--- src/design/assert_macros.svh ---
// Assertion macros shared by the countdown timer control RTL.
// Every macro samples on clk and is disabled while rst_n is low.
`ifndef ASSERT_MACROS_SVH
`define ASSERT_MACROS_SVH

// The consequent must hold in the same cycle as the antecedent.
`define RCT_ASSERT_IMP(lbl, ante, cons, msg) \
  lbl: assert property (@(posedge clk) disable iff (!rst_n) (ante) |-> (cons)) \
    else $error(msg);

// The consequent must hold in the cycle after the antecedent.
`define RCT_ASSERT_NXT(lbl, ante, cons, msg) \
  lbl: assert property (@(posedge clk) disable iff (!rst_n) (ante) |=> (cons)) \
    else $error(msg);

`endif

--- src/design/rct_pkg.sv ---
// Package for the remote countdown timer control unit.
// Holds request and result types, key and zone codes, the gain table and
// the BCD and seconds conversion functions; depends on nothing.
package rct_pkg;

  localparam int IDX_W  = 5;
  localparam int TIME_W = 13;
  localparam int BCD_W  = 16;

  // Remote key codes
  localparam logic [3:0] KEY_NONE   = 4'd0;
  localparam logic [3:0] KEY_ONOFF  = 4'd1;
  localparam logic [3:0] KEY_VOLUP  = 4'd2;
  localparam logic [3:0] KEY_VOLDN  = 4'd3;
  localparam logic [3:0] KEY_MENU   = 4'd4;
  localparam logic [3:0] KEY_DIG0   = 4'd5;
  localparam logic [3:0] KEY_DIG9   = 4'd14;
  localparam logic [3:0] KEY_OTHER  = 4'd15;

  // Request kinds
  localparam logic FUNC_KEY  = 1'b0;
  localparam logic FUNC_TICK = 1'b1;

  // Color zones
  localparam logic [1:0] ZONE_MENU   = 2'd0;
  localparam logic [1:0] ZONE_GREEN  = 2'd1;
  localparam logic [1:0] ZONE_ORANGE = 2'd2;
  localparam logic [1:0] ZONE_RED    = 2'd3;

  // Reset values
  localparam logic [IDX_W-1:0]  BRIGHT_RST = 5'd7;
  localparam logic [TIME_W-1:0] LEN_RST    = 13'd180;
  localparam logic [TIME_W-1:0] WARN_RST   = 13'd60;
  localparam logic [11:0]       FINISH_RST = 12'd30;

  localparam int GAIN_N = 20;
  localparam logic [7:0] GAIN_TABLE [GAIN_N] = '{
    8'd2, 8'd4, 8'd5, 8'd7, 8'd9, 8'd11, 8'd14, 8'd18, 8'd22, 8'd28,
    8'd35, 8'd43, 8'd54, 8'd67, 8'd84, 8'd105, 8'd131, 8'd164, 8'd204, 8'd255
  };
  localparam logic [7:0] GAIN_MAX = 8'd255;

  typedef struct packed {
    logic       func;
    logic [3:0] key;
  } in_item_t;

  typedef struct packed {
    logic [7:0]        gain;
    logic [BCD_W-1:0]  display_bcd;
    logic              colon_on;
    logic [1:0]        color_zone;
    logic              menu_active;
    logic [TIME_W-1:0] time_left;
    logic              restarted;
  } out_item_t;

  // Gain for a brightness index; indexes past the table read the top entry
  function automatic logic [7:0] gain_lookup(input logic [IDX_W-1:0] idx);
    logic [7:0] g;
    if (idx >= IDX_W'(GAIN_N)) g = GAIN_MAX;
    else g = GAIN_TABLE[idx];
    return g;
  endfunction

  // Four BCD nibbles as mm:ss to seconds, each nibble taken as is
  function automatic logic [TIME_W-1:0] bcd_to_sec(input logic [BCD_W-1:0] n);
    logic [7:0]  m;
    logic [7:0]  s;
    logic [13:0] t;
    m = 8'({n[15:12], 3'b000}) + 8'({n[15:12], 1'b0}) + 8'(n[11:8]);
    s = 8'({n[7:4], 3'b000}) + 8'({n[7:4], 1'b0}) + 8'(n[3:0]);
    t = 14'({m, 6'b000000}) - 14'({m, 2'b00}) + 14'(s);
    return t[TIME_W-1:0];
  endfunction

  // Seconds to mm:ss BCD preview; reciprocal multiplies replace the divides
  function automatic logic [BCD_W-1:0] sec_to_bcd(input logic [TIME_W-1:0] t);
    logic [26:0] pm;
    logic [7:0]  m;
    logic [13:0] m60;
    logic [5:0]  s;
    logic [14:0] pmt;
    logic [13:0] pst;
    logic [3:0]  mt;
    logic [3:0]  mu;
    logic [3:0]  st;
    logic [3:0]  su;
    pm  = 27'(t) * 27'd8739;
    m   = pm[26:19];
    m60 = 14'({m, 6'b000000}) - 14'({m, 2'b00});
    s   = 6'(14'(t) - m60);
    pmt = 15'(m) * 15'd205;
    mt  = pmt[14:11];
    mu  = 4'(m - 8'({mt, 3'b000}) - 8'({mt, 1'b0}));
    pst = 14'(s) * 14'd205;
    st  = {1'b0, pst[13:11]};
    su  = 4'(s - 6'({st, 3'b000}) - 6'({st, 1'b0}));
    return {mt, mu, st, su};
  endfunction

  // Floor of x / 3 for any 13-bit x
  function automatic logic [11:0] div3(input logic [TIME_W-1:0] x);
    logic [26:0] p;
    p = 27'(x) * 27'd10923;
    return p[26:15];
  endfunction

endpackage

--- src/design/rct_if.sv ---
// Valid/ready channel interfaces for the countdown timer control unit.
// Depends on rct_pkg for the request and result types.
interface rct_in_if import rct_pkg::*; ();
  logic     valid;
  logic     ready;
  in_item_t data;
  modport source (output valid, output data, input ready);
  modport sink   (input valid, input data, output ready);
endinterface

interface rct_out_if import rct_pkg::*; ();
  logic      valid;
  logic      ready;
  out_item_t data;
  modport source (output valid, output data, input ready);
  modport sink   (input valid, input data, output ready);
endinterface

--- src/design/rct_in_stage.sv ---
// Input register of the countdown timer control unit.
// Depends on rct_pkg and the rct_in_if channel interface.
module rct_in_stage import rct_pkg::*; (
  input  logic      clk,
  input  logic      rst_n,
  rct_in_if.sink    in_chan,
  output logic      stg_vld,
  output in_item_t  stg_item,
  input  logic      stg_rdy
);

  logic     vld_r;
  in_item_t item_r;

  // Take a new request whenever the register is empty or drains this cycle
  assign in_chan.ready = !vld_r || stg_rdy;

  always_ff @(posedge clk) begin
    if (!rst_n) begin
      vld_r <= 1'b0;
    end else if (in_chan.ready) begin
      vld_r <= in_chan.valid;
    end
  end

  // Hold payload while stalled
  always_ff @(posedge clk) begin
    if (in_chan.ready && in_chan.valid) begin
      item_r <= in_chan.data;
    end
  end

  assign stg_vld  = vld_r;
  assign stg_item = item_r;

endmodule

--- src/design/rct_core.sv ---
// Timer state, key decode and result register of the countdown control unit.
// Depends on rct_pkg and the rct_out_if channel interface.
module rct_core import rct_pkg::*; #(
  parameter int BRIGHT_STEPS = 20
) (
  input  logic      clk,
  input  logic      rst_n,
  input  logic      item_vld,
  input  in_item_t  item,
  output logic      item_rdy,
  rct_out_if.source out_chan
);

  logic              display_on_r,   display_on_nxt;
  logic [IDX_W-1:0]  bright_r,       bright_nxt;
  logic              in_menu_r,      in_menu_nxt;
  logic [BCD_W-1:0]  entry_r,        entry_nxt;
  logic [TIME_W-1:0] len_r,          len_nxt;
  logic [TIME_W-1:0] warn_r,         warn_nxt;
  logic [11:0]       finish_r,       finish_nxt;
  logic [TIME_W-1:0] remaining_r,    remaining_nxt;
  logic [BCD_W-1:0]  shown_r,        shown_nxt;
  logic              colon_r,        colon_nxt;
  logic              restart;
  logic [IDX_W:0]    bright_up;
  logic [TIME_W-1:0] entry_sec;
  logic [11:0]       entry_warn;
  logic [1:0]        zone;
  logic              out_vld_r;
  out_item_t         out_data_r, out_data_nxt;
  logic              fire;

  assign item_rdy = !out_vld_r || out_chan.ready;
  assign fire     = item_vld && item_rdy;

  assign bright_up  = {1'b0, bright_r} + (IDX_W+1)'(1);
  assign entry_sec  = bcd_to_sec(entry_r);
  assign entry_warn = div3(entry_sec);

  // Decode the request and form the next timer state
  always_comb begin
    display_on_nxt = display_on_r;
    bright_nxt     = bright_r;
    in_menu_nxt    = in_menu_r;
    entry_nxt      = entry_r;
    len_nxt        = len_r;
    warn_nxt       = warn_r;
    finish_nxt     = finish_r;
    remaining_nxt  = remaining_r;
    shown_nxt      = shown_r;
    colon_nxt      = colon_r;
    restart        = 1'b0;
    if (item.func == FUNC_TICK) begin
      if (remaining_r != '0) remaining_nxt = remaining_r - TIME_W'(1);
    end else begin
      unique case (item.key) inside
        KEY_NONE: begin
        end
        KEY_ONOFF: begin
          display_on_nxt = !display_on_r;
        end
        KEY_VOLUP: begin
          if (bright_up >= (IDX_W+1)'(BRIGHT_STEPS)) bright_nxt = IDX_W'(BRIGHT_STEPS - 1);
          else bright_nxt = bright_up[IDX_W-1:0];
        end
        KEY_VOLDN: begin
          if (bright_r != '0) bright_nxt = bright_r - IDX_W'(1);
        end
        KEY_MENU: begin
          if (in_menu_r) begin
            if (entry_r != '0) begin
              len_nxt       = entry_sec;
              warn_nxt      = {1'b0, entry_warn};
              finish_nxt    = {1'b0, entry_warn[11:1]};
              remaining_nxt = entry_sec;
            end
          end else begin
            entry_nxt = '0;
            shown_nxt = sec_to_bcd(len_r);
            colon_nxt = 1'b1;
          end
          in_menu_nxt = !in_menu_r;
        end
        [KEY_DIG0:KEY_DIG9]: begin
          if (in_menu_r) begin
            entry_nxt = {entry_r[11:0], 4'(item.key - KEY_DIG0)};
            shown_nxt = {entry_r[11:0], 4'(item.key - KEY_DIG0)};
          end else begin
            remaining_nxt = len_r;
            restart       = 1'b1;
          end
        end
        KEY_OTHER: begin
          if (in_menu_r) begin
            shown_nxt = entry_r;
          end else begin
            remaining_nxt = len_r;
            restart       = 1'b1;
          end
        end
        default: begin
        end
      endcase
    end
  end

  // Pick the color zone from the updated state
  always_comb begin
    if (in_menu_nxt) zone = ZONE_MENU;
    else if (remaining_nxt > warn_nxt) zone = ZONE_GREEN;
    else if (remaining_nxt > TIME_W'(finish_nxt)) zone = ZONE_ORANGE;
    else zone = ZONE_RED;
  end

  always_comb begin
    out_data_nxt.gain        = display_on_nxt ? gain_lookup(bright_nxt) : 8'd0;
    out_data_nxt.display_bcd = shown_nxt;
    out_data_nxt.colon_on    = colon_nxt;
    out_data_nxt.color_zone  = zone;
    out_data_nxt.menu_active = in_menu_nxt;
    out_data_nxt.time_left   = remaining_nxt;
    out_data_nxt.restarted   = restart;
  end

  // Advance timer state on each accepted request
  always_ff @(posedge clk) begin
    if (!rst_n) begin
      display_on_r <= 1'b1;
      bright_r     <= BRIGHT_RST;
      in_menu_r    <= 1'b0;
      entry_r      <= '0;
      len_r        <= LEN_RST;
      warn_r       <= WARN_RST;
      finish_r     <= FINISH_RST;
      remaining_r  <= LEN_RST;
      shown_r      <= '0;
      colon_r      <= 1'b0;
    end else if (fire) begin
      display_on_r <= display_on_nxt;
      bright_r     <= bright_nxt;
      in_menu_r    <= in_menu_nxt;
      entry_r      <= entry_nxt;
      len_r        <= len_nxt;
      warn_r       <= warn_nxt;
      finish_r     <= finish_nxt;
      remaining_r  <= remaining_nxt;
      shown_r      <= shown_nxt;
      colon_r      <= colon_nxt;
    end
  end

  // Result register: load on accept, drop when taken
  always_ff @(posedge clk) begin
    if (!rst_n) begin
      out_vld_r <= 1'b0;
    end else if (item_rdy) begin
      out_vld_r <= item_vld;
    end
  end

  always_ff @(posedge clk) begin
    if (fire) begin
      out_data_r <= out_data_nxt;
    end
  end

  assign out_chan.valid = out_vld_r;
  assign out_chan.data  = out_data_r;

endmodule

--- src/design/remote_countdown_timer_control_unit.sv ---
// Top level of the remote countdown timer control unit.
// Depends on rct_pkg, rct_if, rct_in_stage, rct_core and assert_macros.svh.
//
// Usage:
//   in_chan carries one request per handshake: func selects a decoded remote
//   key (key field) or a one-second tick. out_chan returns exactly one result
//   per request: gain, BCD display value, colon, color zone, menu flag,
//   remaining seconds and the restart flag.
//   out_chan.valid rises after the accepting edge: the input register loads
//   at that edge, then the key decode and state update reach the result
//   register. Throughput is one request per cycle while out_chan.ready holds;
//   the timer state register feeds back within that single step.
//   The input and result registers each hold a request, so a stalled
//   receiver lets one more request in before in_chan.ready falls; nothing is
//   dropped. Synchronous reset clears both registers and restores the timer
//   state: display on, brightness 7, menu closed, 180 s countdown with a
//   60 s warning and 30 s finish level.
module remote_countdown_timer_control_unit import rct_pkg::*; #(
  parameter int BRIGHT_STEPS = 20
) (
  input  logic      clk,
  input  logic      rst_n,
  rct_in_if.sink    in_chan,
  rct_out_if.source out_chan
);

`include "assert_macros.svh"

  logic     stg_vld;
  in_item_t stg_item;
  logic     stg_rdy;

  rct_in_stage u_in_stage (
    .clk      (clk),
    .rst_n    (rst_n),
    .in_chan  (in_chan),
    .stg_vld  (stg_vld),
    .stg_item (stg_item),
    .stg_rdy  (stg_rdy)
  );

  rct_core #(
    .BRIGHT_STEPS (BRIGHT_STEPS)
  ) u_core (
    .clk      (clk),
    .rst_n    (rst_n),
    .item_vld (stg_vld),
    .item     (stg_item),
    .item_rdy (stg_rdy),
    .out_chan (out_chan)
  );

  // A request in the input register leaves only into the result register
  `RCT_ASSERT_NXT(a_stage_hold, stg_vld && !stg_rdy, stg_vld, "stalled request was lost")
  `RCT_ASSERT_NXT(a_stage_to_out, stg_vld && stg_rdy, out_chan.valid, "result missing after handoff")
  // Zone is the menu zone exactly while the menu is open
  `RCT_ASSERT_IMP(a_zone_menu, out_chan.valid,
    (out_chan.data.color_zone == ZONE_MENU) == out_chan.data.menu_active,
    "color zone disagrees with menu flag")
  // A restart only comes from a key outside the menu
  `RCT_ASSERT_IMP(a_restart_menu, out_chan.valid && out_chan.data.restarted,
    !out_chan.data.menu_active, "restart flagged inside menu")

endmodule
--- src/flat_wrapper.sv ---
// flat-port wrapper written by rule: the top's interface ports become plain ports
module remote_countdown_timer_control_unit_flat import rct_pkg::*;
#(
  parameter int BRIGHT_STEPS = 20
)
  (clk, rst_n, in_chan_valid, in_chan_data, in_chan_ready, out_chan_valid, out_chan_data, out_chan_ready);
  rct_in_if in_chan_i ();
  rct_out_if out_chan_i ();
  input  logic clk;
  input  logic rst_n;
  input wire logic [$bits(in_chan_i.valid)-1:0] in_chan_valid;
  input wire logic [$bits(in_chan_i.data)-1:0] in_chan_data;
  output wire logic [$bits(in_chan_i.ready)-1:0] in_chan_ready;
  output wire logic [$bits(out_chan_i.valid)-1:0] out_chan_valid;
  output wire logic [$bits(out_chan_i.data)-1:0] out_chan_data;
  input wire logic [$bits(out_chan_i.ready)-1:0] out_chan_ready;
  assign in_chan_i.valid = in_chan_valid;
  assign in_chan_i.data = in_chan_data;
  assign in_chan_ready = in_chan_i.ready;
  assign out_chan_valid = out_chan_i.valid;
  assign out_chan_data = out_chan_i.data;
  assign out_chan_i.ready = out_chan_ready;
  remote_countdown_timer_control_unit #(.BRIGHT_STEPS(BRIGHT_STEPS)) u_core (.clk(clk), .rst_n(rst_n), .in_chan(in_chan_i), .out_chan(out_chan_i));
endmodule
--- config.mk ---
export PLATFORM = sky130hd
export DESIGN_NAME = remote_countdown_timer_control_unit_flat
export DESIGN_NICKNAME = d
export VERILOG_FILES = /design/src/design/rct_pkg.sv /design/src/design/rct_if.sv /design/src/design/rct_in_stage.sv /design/src/design/rct_core.sv /design/src/design/remote_countdown_timer_control_unit.sv /design/src/flat_wrapper.sv
export VERILOG_INCLUDE_DIRS = /design/src /design/src/design
export SDC_FILE = /design/constraint.sdc
export NUM_CORES = 1
export LEC_CHECK = 0
export BUFFER_PORTS_ARGS = -buffer_cell sky130_fd_sc_hd__buf_2
export CORE_UTILIZATION = 60
export CTS_BUF_LIST = sky130_fd_sc_hd__clkbuf_4
export CTS_CLUSTER_SIZE = 10
export DETAILED_ROUTE_END_ITERATION = 10
export PLACE_DENSITY_LB_ADDON = 0.2
export SLEW_MARGIN = 5
export SYNTH_ARGS = -nofsm -noshare
export SYNTH_HDL_FRONTEND = slang
export SYNTH_SLANG_ARGS = --single-unit
export TNS_END_PERCENT = 1
--- constraint.sdc ---
create_clock -name clk -period 13.2 [get_ports clk]
set_input_delay 3.96 -clock clk [delete_from_list [all_inputs] [get_ports clk]]
set_output_delay 3.96 -clock clk [all_outputs]
set_load 0.1 [all_outputs]
**Word-level counts from Yosys, hierarchy flattened**

Memory sizes are Yosys's and may differ from the RTL's.
Index checks and enable logic that the tools add are counted.

- Memories kept: 1
- Output and inout bits: 44
- Word-level logic and storage cells: 117
- Flip-flop bits (word level): 140
- Bits in read-only memories: 256

- Multiplexer cells: 39
- Add/sub/neg operators: 16
- Reductions and logical operators: 18
- Equal/unequal tests: 7
- Magnitude comparators: 7
- Bitwise gates (word level): 3
- Multipliers: 4

Memories:

| memory | depth | bits a word | rd ports | clocked after memory_dff | write ports | line | RTL |
|---|---|---|---|---|---|---|---|
| (name not given) | 32 | 8 | 1 | 0 | 0 | rct_pkg.sv:62 | `else g = GAIN_TABLE[idx];` |

Operator list:

| operator | count |
|---|---|
| 13-bit two-way mux | 9 |
| 16-bit two-way mux | 6 |
| 13-bit by 14-bit multiplier with 27-bit output (second input constant) | 2 |
| 12-bit two-way mux | 4 |
| 16-bit one-hot mux with 3 select lines | 1 |
| 16-bit one-hot mux with 2 select lines | 1 |
| 13-bit one-hot mux with 2 select lines | 1 |
| 8-bit two-way mux | 3 |
| 7-bit by 5-bit adder with 8-bit output | 2 |
| 8-bit by 4-bit adder with 8-bit output | 2 |
| 16-bit nonzero test | 1 |
| 4-bit subtractor | 4 |
| 8-bit by 8-bit multiplier with 15-bit output (second input constant) | 1 |
| 5-bit two-way mux | 3 |
| 6-bit by 8-bit multiplier with 14-bit output (second input constant) | 1 |
| 13-bit by 8-bit adder with 13-bit output | 1 |
| 13-bit by 12-bit greater-than comparator with 1-bit output | 1 |
| 13-bit greater-than comparator | 1 |
| 13-bit nonzero test | 1 |
| 13-bit by 1-bit subtractor with 13-bit output (second input constant) | 1 |
| 13-bit by 10-bit subtractor with 13-bit output | 1 |
| 1-bit two-way mux | 10 |
| 5-bit one-hot mux with 2 select lines | 1 |
| 5-bit AND reduction | 2 |
| 23 further kinds | 34 |

**Longest topological paths before layout**

Gate-level depths: netlist of the first run.

- Depth after elaboration: 12
- Gate-level depth with buffers: 45
- Depth with buffers taken out: 45

**By module**

From an unflattened synthesis of the first run, not the netlist that was laid out.

- Cell total of the unflattened synthesis: 1,701
- Area, all modules: 15,107.0 sq um

By module, submodules not included:

| module | cells each | instances | seq. area each (sq um) | area an instance (sq um) |
|---|---|---|---|---|
| rct_core | 1,691 | 1 | 3,103.0 | 14,899.3 |
| rct_in_stage | 10 | 1 | 170.2 | 207.7 |

**Least setup slack after synthesis of the first run**

No wires, ideal clock.

- Kind: reg-to-reg
- Start: register u_core.u_core.entry_r[12]
- End: register u_core.u_core.out_data_r, in the netlist u_core.u_core.out_chan.data[15], data pin
- Slack: 3.729 ns
- Stages on the path, launching flop included: 43
- Required time: 13.062 ns
- Buffers on the path: 0
- Clock period less this slack: 9.471 ns
- Arrival time: 9.333 ns
- Cell sequence: dfxtp_1 > fa_1 > fa_1 > xor2_1 > fa_1 > inv_1 > ha_1 > ha_1 > a21boi_0 > o21ai_0 > a21oi_1 > a31oi_1 > xnor2_1 > ha_1 > ha_1 > inv_1 > fa_1 > inv_1 > (+7 left out) > a211oi_1 > o31ai_4 > a31oi_1 > xor2_1 > nor2_1 > a21oi_1 > ha_1 > nor2b_1 > o21a_1 > o21a_1 > o21a_1 > o21a_1 > o21ai_0 > a21oi_1 > o221ai_1 > a21oi_1 > o21a_1 > nor2_1

- Cells in the longest elaborated chain, start to end: 12
- Elaborated cells between the ends (all ways): 22
- Classes of those cells: add/sub: 4; mul: 1; order compare: 2; mux: 14; reduce/logical: 1

RTL lines:

| item | line | RTL |
|---|---|---|
| start: declaration | rct_core.sv:17 | `logic [BCD_W-1:0] entry_r, entry_nxt;` |
| start signal: assignment | rct_core.sv:142 | `entry_r <= entry_nxt;` |
| 7-bit by 5-bit adder with 8-bit output (*) | rct_pkg.sv:71 | `m = 8'({n[15:12], 3'b000}) + 8'({n[15:12], 1'b0}) + 8'(n[11:8]);` |
| 8-bit by 4-bit adder with 8-bit output (*) | rct_pkg.sv:71 |  |
| 13-bit by 10-bit subtractor with 13-bit output (*) | rct_pkg.sv:73 | `t = 14'({m, 6'b000000}) - 14'({m, 2'b00}) + 14'(s);` |
| 13-bit by 8-bit adder with 13-bit output (*) | rct_pkg.sv:73 |  |
| named net u_core.u_core.entry_sec[12] | rct_core.sv:26 | `logic [TIME_W-1:0] entry_sec;` |
| 13-bit by 14-bit multiplier with 27-bit output | rct_pkg.sv:105 | `p = 27'(x) * 27'd10923;` |
| 12-bit two-way mux | rct_core.sv:71 | `if (entry_r != '0) begin` |
| 12-bit two-way mux | rct_core.sv:70 | `if (in_menu_r) begin` |
| 12-bit two-way mux | rct_core.sv:56 | `unique case (item.key) inside` |
| 12-bit two-way mux | rct_core.sv:53 | `if (item.func == FUNC_TICK) begin` |
| 13-bit by 12-bit greater-than comparator with 1-bit output | rct_core.sv:111 | `else if (remaining_nxt > TIME_W'(finish_nxt)) zone = ZONE_ORANGE;` |
| 1-bit two-way mux | rct_core.sv:111 |  |
| 1-bit two-way mux (*) | rct_core.sv:110 | `else if (remaining_nxt > warn_nxt) zone = ZONE_GREEN;` |
| end signal: assignment | rct_core.sv:163 | `out_data_r <= out_data_nxt;` |
| end: declaration | rct_core.sv:30 | `out_item_t out_data_r, out_data_nxt;` |

The timed path passes the listed nets; every way through them passes the cells marked *.
A chain may end at the register's enable or synchronous reset.

**Worst setup path in the final report of the first run**

Same ends and word-level chain as after synthesis.

==> key figures, run 1 <==
Finish
  – Utilization after layout: 0.6503
  – P&R area growth vs syn: 5.173%
  – Fin area: 16,000 µm²
  – Layout cells sized above 1: 0.07179
  – Layout net count: 2,121

Placement
  – Port Buffers: 52
  – Routability Congestion: 0.9061
  – Dpl ws: 2850 ps
  – DP HPWL: 27,500 µm
  – Placed inst area: 15,700 µm²

STA
  – Clock skew: 25.91 ps
  – Worst-Margin Slew: 1088 ps
  – Slew headroom: 0.2719
  – Max-slew violation count: 0
  – Ratio of final minimum period to clock period: 0.7932
  – Fin. Hold Viols: 0
  – Fin crit period: 10,470 ps
  – Setup violators final: 0
  – Worst setup margin: 2729 ps
  – Fmax: 95.51 MHz
  – Min Hold Slack: 463.3 ps
  – Setup TNS: 0 ps
  – Unrepaired setup endpoints after global routing: false

Drt
  – Pre-antenna DRT Iters: 7
  – Vias: 12,220
  – Post-DR vias/cell: 5.876
  – Initial detailed-routing violation count: 914
  – Final WL: 34,870 µm
  – WL/cell: 16.76 µm
  – Routed Antenna Nets: 0
  – Drt drc: 0

CTS
  – CTS root buf: clkbuf_4
  – Postcts setup bufs: 0
  – Total CTS buffers: 17
  – Clk slew on worst S/H paths: 140 ps
  – CTS sink cnt: 140
  – H-tree level count: 4
  – CTS tree: done
  – Post-CTS resize count: 0
  – Worst-skew pair later-pin latency: 560 ps
  – CTS Hold Bufs: 0
  – Clock tree buffer depth: 2

Floorplanning
  – Core region area: 24,600 µm²
  – FP Rows: 57
  – Initial Util: 0.6183
  – Die area: 26,000 µm²
  – Die height: 161.2 µm
  – Die extent in x: 161.2 µm
  – # IOs: 53

Setup path
  – Reg-to-reg critical path endpoint: u_core.u_core.out_chan.data[15]$_SDFFCE_PP0P_
  – Worst reg2reg setup slack: 2730 ps
  – Critical Path Sink: u_core.u_core.out_chan.data[15]$_SDFFCE_PP0P_
  – Setup crit start kind: register
  – Worst EP arrival: 10,890 ps
  – Crit path from: u_core.u_core.entry_r[12]$_SDFFE_PN0P_
  – Critical-path top delay cell: fa_1
  – WS Path Type: reg -> reg
  – Worst r2r src: u_core.u_core.entry_r[12]$_SDFFE_PN0P_
  – WP data required: 13,620 ps
  – Worst-path maximum fanout: 5
  – Register-to-Register Path Depth: 42
  – Worst Setup End Kind: register
  – Crit path largest cell delay: 600 ps

Logic synthesis
  – Ys async rst share: 0
  – Synth Cell Area: 15,210 µm²
  – Synth area leader: ha_1
  – Distinct cells, synth: 86
  – Flops & latches, synth: 140
  – Yosys warnings: 0
  – Post-synth top area share: 0.2295
  – Primary FF master, synth: dfxtp_1
  – Register area share after synthesis: 0.2151
  – Commonest cells post-synth: ha_1 (279), inv_1 (261), nand2_1 (144), a21oi_1 (99), nor2_1 (95)
  – Most common cell in the netlist: ha_1
  – Syn nets: 2,102
  – Post-Syn Area per Cell: 8.830 µm²
  – Top cells by area, synth: ha_1 (23%), dfxtp_1 (12%), fa_1 (12%)
  – Post-synth EDFFs: 47
  – Instance count of the mapped netlist: 1,723

Run status
  – Status: finished clean

Global route
  – Initial antenna violation count: 1
  – Vias in the first global route: 12,140
  – Gr usage total: 0.2810
  – Largest net degree at the start of global routing: 96
  – Global route total overflow: 0
  – Wire length of the first global-routing pass: 58,860 µm

Hold path
  – Worst hold path type: reg -> reg

Pwr
  – Net switching power: 1122 µW
  – Logic pwr share: 0.673
  – Sw frac: 0.4724
  – Sequential share of power: 0.200
  – Pleak: 0.007613 µW
  – Maximum vdd drop: 0.0004179 V
  – Cell Pwr Density: 148.5 nW/µm²
  – Power share of the clock group: 0.127
  – Cell-internal power: 1253 µW

Flow run
  – Max-Cap Viols: 0
## final cells by class
cell class / count / area [µm²]
multi-input combinational: 1257 / 10690
fill: 2117 / 8605
sequential: 140 / 3274
inverter: 263 / 987.2
tap: 324 / 405.4
timing repair buffer: 63 / 342.8
clock inverter: 14 / 167.7
clock buffer: 18 / 135.1
antenna: 1 / 2.502
## per-layer routing
metal	vias to the layer above	global-route usage	routed length, µm
met1	5833	0.3654	15490
met3	68	0.03724	1640
li1	5996	-	-
met4	0	0.1016	938
met5	-	0	0
met2	325	0.4773	16800
## power groups by stage
stage | combinational [µW] | sequential [µW] | clock, µW
2_1_floorplan | 1170 | 532 | 0
3_3_place_gp | 1540 | 484 | 0
3_5_place_dp | 1600 | 485 | 0
4_1_cts | 1620 | 475 | 304
5_1_grt | 1830 | 477 | 320
6_report | 1600 | 475 | 302
## how the worst min path moves through the flow
stage                                            from                                      to  slack [ps]  depth (start not counted)
2_1_floorplan  u_core.u_core.finish_r[2]$_SDFFE_PN1P_  u_core.u_core.finish_r[2]$_SDFFE_PN1P_         430                          1
3_3_place_gp     u_core.u_core.warn_r[6]$_SDFFE_PN0P_    u_core.u_core.warn_r[6]$_SDFFE_PN0P_         440                          2
3_5_place_dp   u_core.u_core.finish_r[2]$_SDFFE_PN1P_  u_core.u_core.finish_r[2]$_SDFFE_PN1P_         440                          1
4_1_cts          u_core.u_core.warn_r[6]$_SDFFE_PN0P_    u_core.u_core.warn_r[6]$_SDFFE_PN0P_         460                          2
5_1_grt        u_core.u_core.finish_r[2]$_SDFFE_PN1P_  u_core.u_core.finish_r[2]$_SDFFE_PN1P_         490                          1
6_report         u_core.u_core.warn_r[6]$_SDFFE_PN0P_    u_core.u_core.warn_r[6]$_SDFFE_PN0P_         460                          2
## state kept, by name, summed over array words and instances, names as in the netlist
| register | cells |
|---|---|
| u_core.u_core.out_chan.valid | 1 |
| u_core.u_core.colon_r | 1 |
| u_core.u_core.shown_r | 16 |
| u_core.u_core.entry_r | 16 |
| u_core.u_in_stage.stg_vld | 1 |
| u_core.u_core.bright_r | 5 |
| u_core.u_core.remaining_r | 13 |
| u_core.u_core.warn_r | 13 |
| u_core.u_in_stage.stg_item | 5 |
| u_core.u_core.out_chan.data | 42 |
| u_core.u_core.finish_r | 12 |
| u_core.u_core.in_menu_r | 1 |
| u_core.u_core.display_on_r | 1 |
| u_core.u_core.len_r | 13 |
## worst max-delay path, delay by kind of cell (launching register included)
| family | cells | cell delay [ps] |
|---|---|---|
| xor gates and xnor gates | 3 | 950 |
| buffers and inverters | 5 | 330 |
| DFF | 1 | 460 |
| and+or+nand+nor | 5 | 430 |
| adders and majority gates | 12 | 5020 |
| AOI/OAI and AO/OA | 17 | 3090 |
## cells by family (layout without fill, tap and decap cells)
kind of cell             Yosys count  after routing  synth area share
other                              0              1                 0
buffers and inverters            326            358           0.08249
XOR/XNOR                          59             59           0.03537
multiplexers                      20             20           0.01324
flip-flops                       140            140            0.2151
AND/OR/NAND/NOR                  422            422            0.1360
AO/OA/AOI/OAI                    385            385            0.1679
adder cells (fa/ha/maj)          371            371            0.3499
## placed cells by master, fill, tap and decap left out, drive strengths merged, types with 23 or more instances in the layout
master	count
nor3	32
nand2	144
buf	63
xor2	24
nand3	24
xnor2	34
dfxtp	93
ha	279
a21o	23
fa	91
inv	265
a21boi	26
nor2b	30
a21oi	100
edfxtp	47
nor2	95
o21ai	82
## through the flow
step / std cells / total power, µW
after detailed placement: 2047 / 2084
after global placement: 2047 / 2021
after CTS: 2079 / 2397
after floorplan: 1723 / 1706
after global routing: 2080 / 2630
final: 2080 / 2376
Note: power is estimated with default switching activity, not from simulation.
==> run 2: changes to the inputs <==
--- a/config.mk
+++ b/config.mk
@@ -7,7 +7,7 @@
 export NUM_CORES = 1
 export LEC_CHECK = 0
 export BUFFER_PORTS_ARGS = -buffer_cell sky130_fd_sc_hd__buf_2
-export CORE_UTILIZATION = 60
+export CORE_UTILIZATION = 59
 export CTS_BUF_LIST = sky130_fd_sc_hd__clkbuf_4
 export CTS_CLUSTER_SIZE = 10
 export DETAILED_ROUTE_END_ITERATION = 10
==> constraint.sdc (replaced) <==
create_clock -name clk -period 8.9 [get_ports clk]
set_input_delay 2.67 -clock clk [delete_from_list [all_inputs] [get_ports clk]]
set_output_delay 2.67 -clock clk [all_outputs]
set_load 0.1 [all_outputs]
==> run 2 against run 1 <==
  * The run now ends with negative setup slack left
  * Clock power up 42%
  * Via count up 8.2%
  * Die area up 1.7%
  * Count of clock-buffer cells in the layout unchanged
  * Routed wire length up 13%
  * Clock skew up 4.9 ps
  * Worst hold slack better by 14 ps
  * Largest power group unchanged
==> key figures, run 2 (synthesis gave the netlist of run 1 again) <==
CTS
  – Worst-skew pair later-pin latency: 560 ps (about the same)
  – Total CTS buffers: 17 (unchanged)
  – CTS root buf: clkbuf_4 (unchanged)
  – H-tree level count: 4 (unchanged)
  – Clk slew on worst S/H paths: 150 ps (was 140 ps)
  – CTS sink cnt: 140 (unchanged)
  – CTS Hold Bufs: 0 (unchanged)
  – CTS tree: done (unchanged)
  – Clock tree buffer depth: 2 (unchanged)

Drt
  – WL/cell: 17.47 µm (was 16.76 µm)
  – Post-DR vias/cell: 5.840 (was 5.876)
  – Drt drc: 0 (unchanged)
  – Pre-antenna DRT Iters: 7 (unchanged)
  – Routed Antenna Nets: 0 (unchanged)
  – Vias: 13,230 (was 12,220)
  – Initial detailed-routing violation count: 1,085 (was 914)
  – Final WL: 39,570 µm (was 34,870 µm)

Finish
  – Largest register FFs: 42 (unchanged)
  – Commonest non-fill, non-tap cells in the layout: inv_1 (253), ha_1 (247), buf_4 (188), nand2_1 (140), nor2_1 (91) (was ha_1 (279), inv_1 (261), nand2_1 (144), a21oi_1 (99), nor2_1 (95))
  – Layout cells sized above 1: 0.2291 (was 0.07179)
  – Layout net count: 2,300 (was 2,121)
  – P&R area growth vs syn: 19.82% (was 5.173%)
  – Commonest non-fill, non-tap cell in the layout: inv_1 (was ha_1)

Setup path
  – WS Path Type: reg -> reg (unchanged)
  – Worst Setup End Kind: register (unchanged)
  – Crit path largest cell delay: 600 ps (about the same)
  – WP data required: 9320 ps (was 13,620 ps)
  – Worst reg2reg setup slack: -400 ps (was 2730 ps)
  – Register-to-Register Path Depth: 41 (was 42)
  – Most common cell on crit path: o21a_1
  – Worst r2r src: u_core.u_core.entry_r[11]$_SDFFE_PN0P_ (was u_core.u_core.entry_r[12]$_SDFFE_PN0P_)
  – Reg-to-reg critical path endpoint: u_core.u_core.out_chan.data[15]$_SDFFCE_PP0P_ (unchanged)
  – Worst EP arrival: 9720 ps (was 10,890 ps)
  – Critical-path top delay cell: fa_2 (was fa_1)
  – Worst-path maximum fanout: 3 (was 5)
  – Setup crit start kind: register (unchanged)

Floorplanning
  – Die area: 26,430 µm² (was 26,000 µm²)
  – Core region area: 25,250 µm² (was 24,600 µm²)
  – # IOs: 53 (unchanged)
  – FP Rows: 58 (was 57)
  – Die extent in x: 162.6 µm (was 161.2 µm)
  – Initial Util: 0.6024 (was 0.6183)
  – Die height: 162.6 µm (was 161.2 µm)

STA
  – Clock skew: 30.79 ps (was 25.91 ps)
  – Min Hold Slack: 477.3 ps (was 463.3 ps)
  – Worst setup margin: -395.0 ps (was 2729 ps)
  – Setup violators final: 4 (was 0)
  – Worst-Margin Slew: 1066 ps (was 1088 ps)
  – Fin. Hold Viols: 0 (unchanged)
  – Setup TNS: -841.5 ps (was 0 ps)
  – Slew headroom: 0.2878 (was 0.2719)
  – Unrepaired setup endpoints after global routing: true (was false)
  – Max-slew violation count: 0 (unchanged)
  – Ratio of final minimum period to clock period: 1.044 (was 0.7932)
  – Fmax: 107.6 MHz (was 95.51 MHz)
  – Fin crit period: 9295 ps (was 10,470 ps)

Global route
  – Largest net degree at the start of global routing: 61 (was 96)
  – Initial antenna violation count: 1 (unchanged)
  – Met2 usage: 0.5202 (was 0.4773)
  – Global route total overflow: 0 (unchanged)
  – GR Util met1: 0.3809 (was 0.3654)
  – Wire length of the first global-routing pass: 63,790 µm (was 58,860 µm)
  – Vias in the first global route: 13,080 (was 12,140)
  – Gr usage total: 0.3015 (was 0.2810)
  – GR Util met3: 0.04049 (was 0.03724)
  – GRT busiest layer: met2 (unchanged)

Flow run
  – Max-Cap Viols: 0 (unchanged)

Hold path
  – Worst Hold Path EP: u_core.u_core.finish_r[0]$_SDFFE_PN0P_ (was u_core.u_core.warn_r[6]$_SDFFE_PN0P_)
  – Hold wc startpoint: u_core.u_core.finish_r[0]$_SDFFE_PN0P_ (was u_core.u_core.warn_r[6]$_SDFFE_PN0P_)
  – Worst hold path type: reg -> reg (unchanged)
  – Hold path cells: 2 (unchanged)

Placement
  – DP HPWL: 30,210 µm (was 27,500 µm)
  – Port Buffers: 52 (unchanged)
  – Routability Congestion: 0.9391 (was 0.9061)

Pwr
  – Pleak: 0.008653 µW (was 0.007613 µW)
  – Cell Pwr Density: 242.0 nW/µm² (was 148.5 nW/µm²)
  – Maximum vdd drop: 0.001141 V (was 0.0004179 V)

Run status
  – Failing checks: negative setup slack
  – Status: finished with violations (was finished clean)
==> run 2: cell count changes in the layout (fill, tap and decap cells not counted), sizes merged <==
cell	previous run	this run
buf	63	242
bufinv	3	2
clkinv	5	6
clkinvlp	4	3
inv	265	266
==> run 2: final cells by class <==
type                       instances  area (µm²)
inverter                         263       987.2
antenna                            1       2.502
tap                              330       412.9
sequential                       140        3289
timing repair buffer             242        1694
clock inverter                    14       145.1
clock buffer                      18       135.1
fill                            1909        7025
multi-input combinational       1257       11560
==> run 2: how the worst max path moves through the flow <==
| stage | cells after the start | from | slack [ps] | to |
|---|---|---|---|---|
| 2_1_floorplan | 37 | u_core.u_core.entry_r[12]$_SDFFE_PN0P_ | 1 | u_core.u_core.out_chan.data[15]$_SDFFCE_PP0P_ |
| 3_3_place_gp | 39 | u_core.u_core.entry_r[12]$_SDFFE_PN0P_ | -500 | u_core.u_core.out_chan.data[15]$_SDFFCE_PP0P_ |
| 3_5_place_dp | 41 | u_core.u_core.entry_r[12]$_SDFFE_PN0P_ | -810 | u_core.u_core.out_chan.data[15]$_SDFFCE_PP0P_ |
| 4_1_cts | 42 | u_core.u_core.entry_r[14]$_SDFFE_PN0P_ | -270 | u_core.u_core.out_chan.data[15]$_SDFFCE_PP0P_ |
| 5_1_grt | 41 | u_core.u_core.entry_r[11]$_SDFFE_PN0P_ | -760 | u_core.u_core.out_chan.data[15]$_SDFFCE_PP0P_ |
| 6_report | 41 | u_core.u_core.entry_r[11]$_SDFFE_PN0P_ | -400 | u_core.u_core.out_chan.data[15]$_SDFFCE_PP0P_ |
==> run 2: what timing repair did <==
action,in CTS,in global routing
resized for setup,74,86
setup endpoints to repair,8,13
setup buffers,18,12
pin swaps,71,89
==> run 2: where the power goes <==
group          internal [µW]  switching, µW
clock network            170            259
registers                685           19.6
logic                   1590           1690
==> run 2: worst max-delay path, delay by kind of cell, from the launching register on <==
kind | cells | cell delay [ps]
fa+ha+maj | 11 | 4120
compound gates | 18 | 3130
simple gates | 7 | 820
buf+inv | 4 | 460
flops | 1 | 360
xor+xnor | 1 | 220
==> run 2: through the flow <==
step                cell area, µm²    util  total power (µW)  setup WS (ps)  cells
CTS                          17640  0.6986              4127         -267.0   2252
floorplan                    15290       -              2587          1.006   1723
global route                 18230  0.7218              4789         -763.2   2265
finish                       18230  0.7218              4412         -395.0   2265
detailed placement           16900  0.6692              3479         -808.4   2202
global placement             16900  0.6692              3416         -499.0   2202
==> run 2: metal layers <==
metal,vias to the layer above,share of wire
met3,123,0.047
met5,-,0
met1,6322,0.43
li1,6357,-
met2,425,0.49
met4,0,0.041
